## config.mk

```make
export PLATFORM = sky130hd
export DESIGN_NAME = odo_front
export DESIGN_NICKNAME = d
export VERILOG_FILES = /design/src/odo_pkg.sv /design/src/odo_front.sv
export SDC_FILE = /design/constraint.sdc
export NUM_CORES = 1
export LEC_CHECK = 0
export BUFFER_PORTS_ARGS = -buffer_cell sky130_fd_sc_hd__buf_2
export CORE_UTILIZATION = 45
export DETAILED_ROUTE_END_ITERATION = 16
export GPL_TIMING_DRIVEN = 0
export PLACE_DENSITY_LB_ADDON = 0.25
export SLEW_MARGIN = 20
export SYNTH_ARGS = -nofsm -noshare
export SYNTH_HDL_FRONTEND = slang
export SYNTH_SLANG_ARGS = --single-unit
```

## constraint.sdc

```tcl
create_clock -name clk -period 11.8 [get_ports clk]
set_input_delay 2.36 -clock clk [delete_from_list [all_inputs] [get_ports clk]]
set_output_delay 2.36 -clock clk [all_outputs]
set_load 0.01 [all_outputs]
```

## src/odo_pkg.sv

```systemverilog
// Shared types, register indexes and helper functions for the odometry step block.
package odo_pkg;

  typedef struct packed {
    logic signed [31:0] cmd_linear_speed;
    logic signed [31:0] cmd_turn_rate;
    logic signed [31:0] right_wheel_speed;
    logic signed [31:0] left_wheel_speed;
  } in_item_t;

  typedef struct packed {
    logic signed [31:0] pos_x;
    logic signed [31:0] pos_y;
    logic        [31:0] heading_angle;
    logic signed [31:0] heading_rate;
    logic signed [31:0] meas_linear_speed;
    logic signed [31:0] meas_turn_rate;
  } out_item_t;

  typedef struct packed {
    logic [15:0] time_step;
    logic [23:0] linear_gain;
    logic [23:0] angular_gain;
  } cfg_t;

  typedef struct packed {
    logic     valid;
    in_item_t item;
  } queue_head_t;

  localparam logic [1:0] REG_TIME_STEP    = 2'd0;
  localparam logic [1:0] REG_LINEAR_GAIN  = 2'd1;
  localparam logic [1:0] REG_ANGULAR_GAIN = 2'd2;

  localparam logic [15:0] TIME_STEP_RESET = 16'd655;
  localparam logic [23:0] GAIN_RESET      = 24'd1;

  // CORDIC start value: inverse gain in Q2.30
  localparam logic signed [33:0] CORDIC_X0 = 34'sd652032874;
  localparam int                 ATAN_DEPTH = 30;

  localparam logic [31:0] ATAN_TAB [ATAN_DEPTH] = '{
    32'h20000000, 32'h12E4051E, 32'h09FB385B, 32'h051111D4, 32'h028B0D43,
    32'h0145D7E1, 32'h00A2F61E, 32'h00517C55, 32'h0028BE53, 32'h00145F2F,
    32'h000A2F98, 32'h000517CC, 32'h00028BE6, 32'h000145F3, 32'h0000A2FA,
    32'h0000517D, 32'h000028BE, 32'h0000145F, 32'h00000A30, 32'h00000518,
    32'h0000028C, 32'h00000146, 32'h000000A3, 32'h00000051, 32'h00000029,
    32'h00000014, 32'h0000000A, 32'h00000005, 32'h00000003, 32'h00000001
  };

  function automatic logic [31:0] atan_at(input logic [4:0] idx);
    logic [31:0] r;
    r = 32'd0;
    if (idx < 5'(ATAN_DEPTH)) begin
      r = ATAN_TAB[idx];
    end
    return r;
  endfunction

  function automatic logic signed [31:0] sat32(input logic signed [41:0] v);
    logic signed [31:0] r;
    if (v > 42'sd2147483647) begin
      r = 32'sh7FFFFFFF;
    end else if (v < -42'sd2147483648) begin
      r = 32'sh80000000;
    end else begin
      r = v[31:0];
    end
    return r;
  endfunction

endpackage

```

## src/odo_front.sv

```systemverilog
// Front end: accepts input words into a two-entry queue ahead of the arithmetic engine.
module odo_front (
  input  logic                clk,
  input  logic                rst,
  input  logic                in_valid,
  output logic                in_ready,
  input  odo_pkg::in_item_t   in_item,
  output odo_pkg::queue_head_t head,
  input  logic                take
);
  import odo_pkg::*;

  in_item_t   entries [2];
  logic       wr_ptr;
  logic       rd_ptr;
  logic [1:0] count;
  logic       push;
  logic       pop;

  assign in_ready   = (count != 2'd2);
  assign push       = in_valid && in_ready;
  assign pop        = take && (count != 2'd0);
  assign head.valid = (count != 2'd0);
  assign head.item  = entries[rd_ptr];

  always_ff @(posedge clk) begin
    if (push) begin
      entries[wr_ptr] <= in_item;
    end
  end

  always_ff @(posedge clk) begin
    if (rst) begin
      wr_ptr <= 1'b0;
      rd_ptr <= 1'b0;
      count  <= 2'd0;
    end else begin
      if (push) begin
        wr_ptr <= ~wr_ptr;
      end
      if (pop) begin
        rd_ptr <= ~rd_ptr;
      end
      count <= count + {1'b0, push} - {1'b0, pop};
    end
  end

`ifndef SYNTHESIS
  a_count_bound: assert property (@(posedge clk) disable iff (rst) count <= 2'd2)
    else $error("queue count beyond depth");
`endif

endmodule

```

==> flow_summary_export.csv <==
group,metric,value,unit
status,status,"complete, no violations",
pwr,power.leakage,4.66,nW
global_route,grt_pass1_wl,26800,um
global_route,gr-total-overflow,0,
timing,fin_crit_sh,0.353,
critical_path,startpoint_type,"register",
critical_path,criticalPathCategory,"reg -> out",
drt,ant_nets,0,
yosys,seq_area_frac_synth,0.817,
layout,final_cells,1013,
layout,fin_nets,855,
yosys,synth-seq-cells,261,
yosys,syn_area,9540,um2
critical_path,crit_arrival,1.81,ns
drt,drc_errors,0,
pwr,peakVddDrop,0.000163,V
layout,antenna_cells,0,
layout,fillers,1556,
timing,finalHoldViolCount,0,
pwr,p_total,0.00272,W
floorplan,die_y,148,um
yosys,syn_inst,422,
cts,cts_max_path_buffers,3,
cts,cts_buffers,28,
global_route,antenna_found_initial,1,
yosys,syn_avg_cell_area,22.6,um2
layout,areaGrowthSynthToFinish,29.8,%
critical_path,required,9.44,ns
pwr,power.density,220,nW/um2
timing,clock_skew,0.0151,ns
placed_design,gp_congestion,0.703,
global_route,grt_pass1_vias,5360,
timing,finalSetupViolCount,0,
placed_design,dpl.cell_count,961,
critical_path,reg2reg_depth,4,
drt,vias,4886,
floorplan,ioPinCount,262,
drt,wire_per_inst,17.4,um
cts,cts_setup_buffers,0,
floorplan,core-area,20500,um2
cts,root_buffer,"clkbuf_16",
timing,period_minus_slack,4.17,ns
cts,clock_sinks,261,
floorplan,die_x,148,um
timing,grt_setup_unrepaired,"false",
timing,slew_headroom,0.606,
critical_path,critPathCaptureType,"output pin",
yosys,yosysUniqueCellTypes,16,
cts,cts_hold_buf,0,
timing,finalMaxSlewViolations,0,
floorplan,initial_core_util,0.465,
drt,drt_first_pass_iters,4,
drt,viasPerCell,4.82,
global_route,grt_max_degree,46,
drt,drt_iter0_markers,174,
hold_path,hold_path_class,"reg -> reg",
yosys,syn-num-nets,556,
yosys,yosysWarningCount,0,
layout,final_util,0.604,
critical_path,path_max_fanout,10,
global_route,grt_usage,0.159,
timing,finalSetupTns,0,ns
flow_run,max_cap_viol_count,0,
floorplan,die_area,21800,um2
timing,worstMarginPinSlew,0.591,ns
cts,cts_tree,"done",
layout,drive_above_1_share,0.619,
drt,routed_wl,17600,um
cts,cts.clk_slew.worst_paths,0.06,ns
placed_design,place_hpwl,12400,um
cts,h-tree-depth,1,
placed_design,port_buffers,261,
floorplan,std_cell_rows,52,
cts,insertion_delay,0.53,ns
timing,max_freq,240,MHz
cts,cts_resized,0,
hold_path,hold_depth,2,
==> placed cells by master, fill, tap and decap left out, types with 2 or more instances in the layout <==
cell,n
buf_2,261
edfxtp_1,256
mux2_2,129
clkbuf_16,29
clkbuf_8,8
buf_16,7
buf_6,6
clkinv_2,6
clkinv_1,6
dfxtp_1,5
bufinv_16,5
nor2_1,4
nor2b_1,2
xnor2_1,2
ha_1,2
clkinv_4,2
clkbuf_1,2
==> through the flow <==
step,setup slack (ns),cell area (um2),hold WS (ns)
after floorplan,3.42,9540,0.481
after global placement,0.829,11200,0.496
after detailed placement,7.77,11400,0.535
after CTS,7.59,12400,0.551
after global routing,7.54,12400,0.601
final,7.63,12400,0.551
==> state kept, by name, indices dropped and copies added, names as in the netlist, named ones only <==
register,flops
entries,256
count,2
rd_ptr,1
wr_ptr,1
==> worst paths after layout <==
kind / start / slack [ns] / end
worst max register to register: count[0]$_SDFF_PP0_ / 9.73 / entries[1][102]$_DFFE_PP_
worst min register to register: rd_ptr$_SDFFE_PP0P_ / 0.55 / rd_ptr$_SDFFE_PP0P_
worst max-delay path: register / 7.63 / head[86]
worst min-delay path: rd_ptr$_SDFFE_PP0P_ / 0.55 / rd_ptr$_SDFFE_PP0P_
==> cells in the mapped netlist, drive strengths merged <==
| cell type | count | area, um2 |
|---|---|---|
| xor2 | 1 | 8.76 |
| and3 | 1 | 6.26 |
| clkbuf | 8 | 110 |
| xnor2 | 2 | 17.5 |
| o21a | 1 | 7.51 |
| mux2 | 129 | 1450 |
| or2 | 1 | 6.26 |
| nor2b | 2 | 12.5 |
| nand2 | 1 | 3.75 |
| nor2 | 5 | 18.8 |
| edfxtp | 256 | 7690 |
| dfxtp | 5 | 100 |
| nand2b | 1 | 8.76 |
| inv | 1 | 3.75 |
| buf | 6 | 67.6 |
| ha | 2 | 25.0 |
==> layer usage <==
| layer | wire (um) | vias up | global-route usage |
|---|---|---|---|
| li1 | - | 2287 | - |
| met1 | 6420 | 2362 | 0.170 |
| met2 | 9070 | 183 | 0.292 |
| met3 | 1510 | 52 | 0.0543 |
| met4 | 584 | 2 | 0.0552 |
| met5 | 11 | - | 0 |
==> critical path, cell delays in order, from the launching register on <==
cell	delay, ns
dfxtp_1	0.36
buf_6	0.21
clkbuf_8	0.21
mux2_2	0.34
buf_2	0.15
==> area by class of cell <==
cell class | count | area, um2 | area share
buffer | 14 | 178 | 0.0144
clock inverter | 21 | 236 | 0.0191
timing repair buffer | 269 | 1520 | 0.123
inverter | 1 | 3.75 | 0.000303
sequential | 261 | 7790 | 0.629
clock buffer | 31 | 733 | 0.0592
tap | 270 | 338 | 0.0273
multi-input combinational | 146 | 1580 | 0.128
==> cells by family (layout without fill, tap and decap cells) <==
| logic type | Yosys count | after routing | synth area share |
|---|---|---|---|
| AOI/OAI and AO/OA | 1 | 1 | 0.000787 |
| buffers and inverters | 15 | 336 | 0.0190 |
| xor gates and xnor gates | 3 | 3 | 0.00276 |
| muxes | 129 | 129 | 0.152 |
| DFF | 261 | 261 | 0.817 |
| adders and majority gates | 2 | 2 | 0.00262 |
| and+or+nand+nor | 11 | 11 | 0.00590 |
==> where the power goes <==
| group | total, W | switching [W] | internal, W |
|---|---|---|---|
| Sequential | 0.00119 | 0.0000279 | 0.00116 |
| Combinational | 0.000640 | 0.000323 | 0.000316 |
| Clock | 0.000894 | 0.000338 | 0.000556 |
| Total | 0.00272 | 0.000690 | 0.00204 |
No activity file was read; power rests on OpenSTA's default activity.
