**config.mk**
```make
export PLATFORM = sky130hd
export DESIGN_NAME = odo_back
export DESIGN_NICKNAME = d
export VERILOG_FILES = /design/src/odo_pkg.sv /design/src/odo_back.sv
export SDC_FILE = /design/constraint.sdc
export NUM_CORES = 2
export LEC_CHECK = 0
export ABC_AREA = 1
export CAP_MARGIN = 20
export CORE_MARGIN = 10
export CORE_UTILIZATION = 30
export CTS_BUF_LIST = sky130_fd_sc_hd__clkbuf_4
export DETAILED_ROUTE_END_ITERATION = 10
export DONT_BUFFER_PORTS = 1
export PLACE_DENSITY_LB_ADDON = 0.1
export SETUP_SLACK_MARGIN = 0.05
export SYNTH_ARGS = -nofsm -noshare
export SYNTH_HDL_FRONTEND = slang
export SYNTH_SLANG_ARGS = --single-unit
```
**constraint.sdc**
```tcl
create_clock -name clk -period 13.5 [get_ports clk]
set_clock_uncertainty 0.2 [all_clocks]
set_input_delay 2.7 -clock clk [delete_from_list [all_inputs] [get_ports clk]]
set_output_delay 2.7 -clock clk [all_outputs]
set_load 0.1 [all_outputs]
```
**src/odo_pkg.sv**
```systemverilog
// Shared types, register indexes and helper functions for the odometry step block.
package odo_pkg;

  typedef struct packed {
    logic signed [31:0] cmd_linear_speed;
    logic signed [31:0] cmd_turn_rate;
    logic signed [31:0] right_wheel_speed;
    logic signed [31:0] left_wheel_speed;
  } in_item_t;

  typedef struct packed {
    logic signed [31:0] pos_x;
    logic signed [31:0] pos_y;
    logic        [31:0] heading_angle;
    logic signed [31:0] heading_rate;
    logic signed [31:0] meas_linear_speed;
    logic signed [31:0] meas_turn_rate;
  } out_item_t;

  typedef struct packed {
    logic [15:0] time_step;
    logic [23:0] linear_gain;
    logic [23:0] angular_gain;
  } cfg_t;

  typedef struct packed {
    logic     valid;
    in_item_t item;
  } queue_head_t;

  localparam logic [1:0] REG_TIME_STEP    = 2'd0;
  localparam logic [1:0] REG_LINEAR_GAIN  = 2'd1;
  localparam logic [1:0] REG_ANGULAR_GAIN = 2'd2;

  localparam logic [15:0] TIME_STEP_RESET = 16'd655;
  localparam logic [23:0] GAIN_RESET      = 24'd1;

  // CORDIC start value: inverse gain in Q2.30
  localparam logic signed [33:0] CORDIC_X0 = 34'sd652032874;
  localparam int                 ATAN_DEPTH = 30;

  localparam logic [31:0] ATAN_TAB [ATAN_DEPTH] = '{
    32'h20000000, 32'h12E4051E, 32'h09FB385B, 32'h051111D4, 32'h028B0D43,
    32'h0145D7E1, 32'h00A2F61E, 32'h00517C55, 32'h0028BE53, 32'h00145F2F,
    32'h000A2F98, 32'h000517CC, 32'h00028BE6, 32'h000145F3, 32'h0000A2FA,
    32'h0000517D, 32'h000028BE, 32'h0000145F, 32'h00000A30, 32'h00000518,
    32'h0000028C, 32'h00000146, 32'h000000A3, 32'h00000051, 32'h00000029,
    32'h00000014, 32'h0000000A, 32'h00000005, 32'h00000003, 32'h00000001
  };

  function automatic logic [31:0] atan_at(input logic [4:0] idx);
    logic [31:0] r;
    r = 32'd0;
    if (idx < 5'(ATAN_DEPTH)) begin
      r = ATAN_TAB[idx];
    end
    return r;
  endfunction

  function automatic logic signed [31:0] sat32(input logic signed [41:0] v);
    logic signed [31:0] r;
    if (v > 42'sd2147483647) begin
      r = 32'sh7FFFFFFF;
    end else if (v < -42'sd2147483648) begin
      r = 32'sh80000000;
    end else begin
      r = v[31:0];
    end
    return r;
  endfunction

endpackage

```
**src/odo_back.sv**
```systemverilog
// Back end: heading update, CORDIC, shared multiplier sequencer and result register.
module odo_back #(
  parameter int CORDIC_STEPS = 16,
  parameter int FRAC_BITS    = 16
) (
  input  logic                 clk,
  input  logic                 rst,
  input  odo_pkg::cfg_t        cfg,
  input  odo_pkg::queue_head_t head,
  output logic                 take,
  output logic                 out_valid,
  input  logic                 out_ready,
  output odo_pkg::out_item_t   out_item
);
  import odo_pkg::*;

  localparam int CW  = (CORDIC_STEPS > 1) ? $clog2(CORDIC_STEPS) : 1;
  localparam int SHL = (FRAC_BITS <= 16) ? 16 - FRAC_BITS : 0;
  localparam int SHR = (FRAC_BITS > 16) ? FRAC_BITS - 16 : 0;
  localparam int MW  = 35;

  localparam logic [3:0] S_IDLE = 4'd0;
  localparam logic [3:0] S_HEAD = 4'd1;
  localparam logic [3:0] S_TURN = 4'd2;
  localparam logic [3:0] S_CORD = 4'd3;
  localparam logic [3:0] S_VX   = 4'd4;
  localparam logic [3:0] S_VY   = 4'd5;
  localparam logic [3:0] S_DX   = 4'd6;
  localparam logic [3:0] S_DY   = 4'd7;
  localparam logic [3:0] S_LIN  = 4'd8;
  localparam logic [3:0] S_ANG  = 4'd9;
  localparam logic [3:0] S_FIN  = 4'd10;
  localparam logic [3:0] S_OUT  = 4'd11;

  logic [3:0]              state;
  logic [3:0]              state_next;
  in_item_t                item;
  logic signed [33:0]      cx;
  logic signed [33:0]      cy;
  logic signed [33:0]      cz;
  logic                    flip;
  logic [CW-1:0]           cnt;
  logic signed [31:0]      x_position;
  logic signed [31:0]      y_position;
  logic [31:0]             heading;
  logic signed [33:0]      vx;
  logic signed [33:0]      vy;
  logic signed [31:0]      meas_lin;
  logic signed [31:0]      meas_ang;
  logic signed [2*MW-1:0]  prod;
  logic signed [MW-1:0]    mul_a;
  logic signed [MW-1:0]    mul_b;
  logic signed [MW-1:0]    dt_op;
  logic signed [2*MW-1:0]  delta_wide;
  logic [31:0]             heading_next;
  logic [31:0]             turned;
  logic signed [33:0]      c_val;
  logic signed [33:0]      s_val;
  logic signed [33:0]      sx;
  logic signed [33:0]      sy;
  logic signed [33:0]      atan_v;
  logic signed [2*MW-1:0]  vx_wide;
  logic signed [2*MW-1:0]  dx_wide;
  logic signed [2*MW-1:0]  meas_wide;
  logic                    out_free;
  logic                    last_step;

  assign out_free  = !out_valid || out_ready;
  assign take      = (state == S_IDLE) && head.valid;
  assign last_step = (cnt == CW'(CORDIC_STEPS - 1));
  assign dt_op     = MW'($signed({1'b0, cfg.time_step}));

  assign delta_wide   = (prod <<< SHL) >>> SHR;
  assign heading_next = heading + delta_wide[31:0];
  assign turned       = heading_next + 32'h40000000;

  assign c_val = flip ? -cx : cx;
  assign s_val = flip ? -cy : cy;

  assign sx     = cx >>> cnt;
  assign sy     = cy >>> cnt;
  assign atan_v = 34'($signed({1'b0, atan_at(5'(cnt))}));

  assign vx_wide   = prod >>> 30;
  assign dx_wide   = prod >>> 16;
  assign meas_wide = prod >>> 16;

  always_comb begin
    mul_a = '0;
    mul_b = '0;
    unique case (state)
      S_HEAD: begin
        mul_a = MW'(item.cmd_turn_rate);
        mul_b = dt_op;
      end
      S_VX: begin
        mul_a = MW'(item.cmd_linear_speed);
        mul_b = MW'(c_val);
      end
      S_VY: begin
        mul_a = MW'(item.cmd_linear_speed);
        mul_b = MW'(s_val);
      end
      S_DX: begin
        mul_a = MW'(vx);
        mul_b = dt_op;
      end
      S_DY: begin
        mul_a = MW'(vy);
        mul_b = dt_op;
      end
      S_LIN: begin
        mul_a = MW'($signed({1'b0, cfg.linear_gain}));
        mul_b = MW'(33'(item.right_wheel_speed) + 33'(item.left_wheel_speed));
      end
      S_ANG: begin
        mul_a = MW'($signed({1'b0, cfg.angular_gain}));
        mul_b = MW'(33'(item.right_wheel_speed) - 33'(item.left_wheel_speed));
      end
      default: begin
        mul_a = '0;
        mul_b = '0;
      end
    endcase
  end

  always_comb begin
    state_next = state;
    unique case (state)
      S_IDLE: if (head.valid) state_next = S_HEAD;
      S_HEAD: state_next = S_TURN;
      S_TURN: state_next = S_CORD;
      S_CORD: if (last_step) state_next = S_VX;
      S_VX:   state_next = S_VY;
      S_VY:   state_next = S_DX;
      S_DX:   state_next = S_DY;
      S_DY:   state_next = S_LIN;
      S_LIN:  state_next = S_ANG;
      S_ANG:  state_next = S_FIN;
      S_FIN:  state_next = S_OUT;
      S_OUT:  if (out_free) state_next = S_IDLE;
      default: state_next = S_IDLE;
    endcase
  end

  // datapath registers
  always_ff @(posedge clk) begin
    prod <= mul_a * mul_b;
    if (take) begin
      item <= head.item;
    end
    if (state == S_TURN) begin
      flip <= turned[31];
      cx   <= CORDIC_X0;
      cy   <= '0;
      cz   <= 34'($signed(heading_next ^ {turned[31], 31'b0}));
    end
    if (state == S_CORD) begin
      if (!cz[33]) begin
        cx <= cx - sy;
        cy <= cy + sx;
        cz <= cz - atan_v;
      end else begin
        cx <= cx + sy;
        cy <= cy - sx;
        cz <= cz + atan_v;
      end
    end
    if (state == S_VY) vx <= vx_wide[33:0];
    if (state == S_DX) vy <= vx_wide[33:0];
    if (state == S_ANG) meas_lin <= sat32(meas_wide[41:0]);
    if (state == S_FIN) meas_ang <= sat32(meas_wide[41:0]);
    if (state == S_OUT && out_free) begin
      out_item.pos_x             <= x_position;
      out_item.pos_y             <= y_position;
      out_item.heading_angle     <= heading;
      out_item.heading_rate      <= item.cmd_turn_rate;
      out_item.meas_linear_speed <= meas_lin;
      out_item.meas_turn_rate    <= meas_ang;
    end
  end

  always_ff @(posedge clk) begin
    if (rst) begin
      state      <= S_IDLE;
      cnt        <= '0;
      x_position <= '0;
      y_position <= '0;
      heading    <= '0;
      out_valid  <= 1'b0;
    end else begin
      state <= state_next;
      if (state == S_TURN) begin
        heading <= heading_next;
        cnt     <= '0;
      end
      if (state == S_CORD && !last_step) begin
        cnt <= cnt + 1'b1;
      end
      if (state == S_DY) begin
        x_position <= sat32(42'(x_position) + 42'($signed(dx_wide[37:0])));
      end
      if (state == S_LIN) begin
        y_position <= sat32(42'(y_position) + 42'($signed(dx_wide[37:0])));
      end
      if (state == S_OUT && out_free) begin
        out_valid <= 1'b1;
      end else if (out_ready) begin
        out_valid <= 1'b0;
      end
    end
  end

`ifndef SYNTHESIS
  a_cnt_bound: assert property (@(posedge clk) disable iff (rst)
    cnt <= CW'(CORDIC_STEPS - 1))
    else $error("CORDIC step counter out of range");
  a_take_starts: assert property (@(posedge clk) disable iff (rst)
    take |=> state == S_HEAD)
    else $error("taken word did not start the sequence");
  a_out_load: assert property (@(posedge clk) disable iff (rst)
    (state == S_OUT && out_free) |=> out_valid && state == S_IDLE)
    else $error("result not registered on completion");
`endif

endmodule

```
==> results_dict.tcl <==
set metrics [dict create \
    status "complete, no violations" \
    fillers 31400 \
    dominantRegCellSynth "edfxtp_1" \
    insertion_delay_ps 1290 \
    num_rows 198 \
    h-tree-depth 4 \
    pwr-share-seq 0.239 \
    ff2ff_setup_slack_ps 2130 \
    timing.final.crit_period_ps 11370 \
    slew_viol_final 0 \
    place_ws_ps 1340 \
    r2r_cells 34 \
    drive_gt1_frac 0.0624 \
    drt-initial-drc-count 5326 \
    synthCells 10800 \
    multi_input_area_um2 58700 \
    hold_viol 0 \
    antenna_found_initial 47 \
    cp_max_fo 23 \
    internal-power_mw 6.35 \
    drtAntennaViolNets 0 \
    p_sw_mw 7.07 \
    crit_buf_inv 9 \
    drv_cap 0 \
    syn_area_per_cell_um2 8.17 \
    synth_cell_type_count 74 \
    holdPathStages 0 \
    setup-tns-final_ps 0 \
    regArea_um2 20100 \
    avgRoutedWirePerCell_um 24.6 \
    path_depth 34 \
    worstSetupPathType "flop to flop" \
    drt-pass1-iter-count 5 \
    period_share 0.842 \
    numCtsBuffers 213 \
    yosysMostFrequentCell "nand2_1" \
    min_path_type "flop to flop" \
    clk_transition_reported_paths_ps 70 \
    floorplan.initialDensity 0.301 \
    fin_nets 12700 \
    synthArstFlopShare 0 \
    cp_top_family "adder cells" \
    cts_setup_buffers 0 \
    drc_errors 0 \
    totalPowerFinal_mw 13.4 \
    setup_viol 0 \
    yosysWarnings 0 \
    worst_slack_ps 2130 \
    tritoncts "done" \
    crit_top_cell "fa_1" \
    via_per_inst 4.90 \
    place_congestion 0.920 \
    yosysTopAreaCell "fa_1" \
    cp-start-kind "flop" \
    grt_max_degree 103 \
    leakage_nw 44.9 \
    syn_nets 12700 \
    drt-total-wl_um 365000 \
    ys_seq_area_frac 0.228 \
    rsz0062_at_grt "false" \
    syn2layout_area_growth_pct 8.94 \
    clock_sinks 724 \
    synth_top_area_share 0.279 \
    route.vias.total 72800 \
    comb_power_share 0.593 \
    cts_buffer_depth 4 \
    grt_pass1_vias 75200 \
    cpMaxStageDelayCell "fa_1" \
    fmax_mhz 87.9 \
    core_area_um2 291000 \
    num_io_pins 390 \
    grt_pass1_wl_um 528000 \
    cts_resized 0 \
    grt.overflow.total 0 \
    synth_commonest_cells "nand2_1 (2439), inv_1 (2066), fa_1 (1223)" \
    die_w_um 561 \
    worstSetupEndpointType "flop" \
    io_buffers 0 \
    grt_util_all_layers 0.226 \
    synth_edf_count 555 \
    clockPowerShare 0.168 \
    syn_area_um2 87800 \
    tightest_slew_ps 1150 \
    hold_buffers 0 \
    dp_hpwl_um 294000 \
    die_area_um2 315000 \
    ys_ff_latch 724 \
    worst-endpoint-required_ps 14400 \
    maxSlewHeadroom 0.236 \
    critPathMaxStageDelay_ps 850 \
    switching_share 0.527 \
    powerDensity_nw_per_um2 140 \
    die_h_um 561 \
    crit_arrival_ps 12280 \
    yosys-top-cells-area "fa_1 (28%), edfxtp_1 (19%), nand2_1 (10%)" \
    irDropWorstVdd_mv 0.0923 \
    root_buffer "clkbuf_4" \
]
-- metrics by stage --
stage | instances | instance area, um^2 | hold slack (ps) | utilization
after floorplan | 10800 | 87800 | 200 | -
after global placement | 14500 | 92800 | 203 | 0.319
after detailed placement | 14500 | 92800 | 205 | 0.319
after CTS | 14800 | 95600 | 153 | 0.328
after global routing | 14900 | 95700 | 170 | 0.328
final | 14900 | 95700 | 145 | 0.328
-- worst register-to-register path: cells and delay by family, from the launching register on --
kind            cells  cell delay (ps)
simple gates        7             1850
buf+inv             9             1780
xor+xnor            1              160
fa+ha+maj           9             5200
flops               1              480
compound gates      8             1600
-- final timing paths --
check	start	end
worst max-delay path	state[0]$_SDFFE_PP0P_	delta_wide[61]$_DFF_P_
worst min-delay path	meas_lin[18]$_DFFE_PP_	out_item[50]$_DFFE_PP_
worst max register to register	state[0]$_SDFFE_PP0P_	delta_wide[61]$_DFF_P_
worst min register to register	meas_lin[18]$_DFFE_PP_	out_item[50]$_DFFE_PP_
-- power groups by stage --
stage / Sequential [mW] / Combinational, mW / Clock, mW
final: 3.20 / 7.96 / 2.25
after detailed placement: 3.26 / 7.95 / 0
after floorplan: 3.00 / 4.99 / 0
after global placement: 3.26 / 7.96 / 0
after CTS: 3.22 / 8.02 / 2.35
after global routing: 3.22 / 8.78 / 2.46
-- routing by layer --
layer  GRT usage  vias to the layer above  share of wire
met5           0                        -        0.00047
met2       0.378                     2093           0.47
met3      0.0419                      468          0.058
met1       0.298                    36500           0.44
li1            -                    33700              -
met4      0.0638                       24          0.034
-- layout by cell type (no fill, tap or decap), drive strengths merged, types with 40 or more instances in the layout --
cell type	Yosys	layout
nand3	289	289
nor2	1032	1032
o21ai	587	587
dfxtp	169	169
ha	480	480
inv	2093	2096
nor3	64	64
clkbuf	215	328
nor4	46	46
xor2	180	180
fa	1223	1223
clkinv	15	67
edfxtp	555	555
o21bai	51	51
buf	151	169
or2	42	42
a31oi	72	72
nand2	2443	2443
mux2i	61	61
a22o	42	42
a21oi	565	565
xnor2	103	103
a21o	40	40
nand4	47	47
-- area by class of cell --
cell class	instances	share of cell area
multi-input combinational	7554	0.613
sequential	724	0.210
inverter	2108	0.0827
timing repair buffer	169	0.0141
antenna	14	0.000366
clock inverter	60	0.00352
clock buffer	328	0.0257
tap	3900	0.0510
-- cell families (layout without fill, tap and decap cells) --
group	count (synthesis)	after routing	share of synthesized area
other cells	0	14	0
flops	724	724	0.228
mux	61	61	0.00728
fa+ha+maj	1703	1703	0.347
compound gates	1509	1509	0.0973
xor+xnor	283	283	0.0282
buf+inv	2474	2665	0.109
simple gates	3998	3998	0.183
-- state kept, by name (all words and copies together) (netlist names) --
register and flops:
out_item 192, item 128, delta_wide 64, cx 34
cy 34, cz 34, vx 34, vy 34
heading 32, meas_ang 32, meas_lin 32, x_position 32
y_position 32, cnt 4, state 4, flip 1
out_valid 1
(Power assumes the default switching activity.)
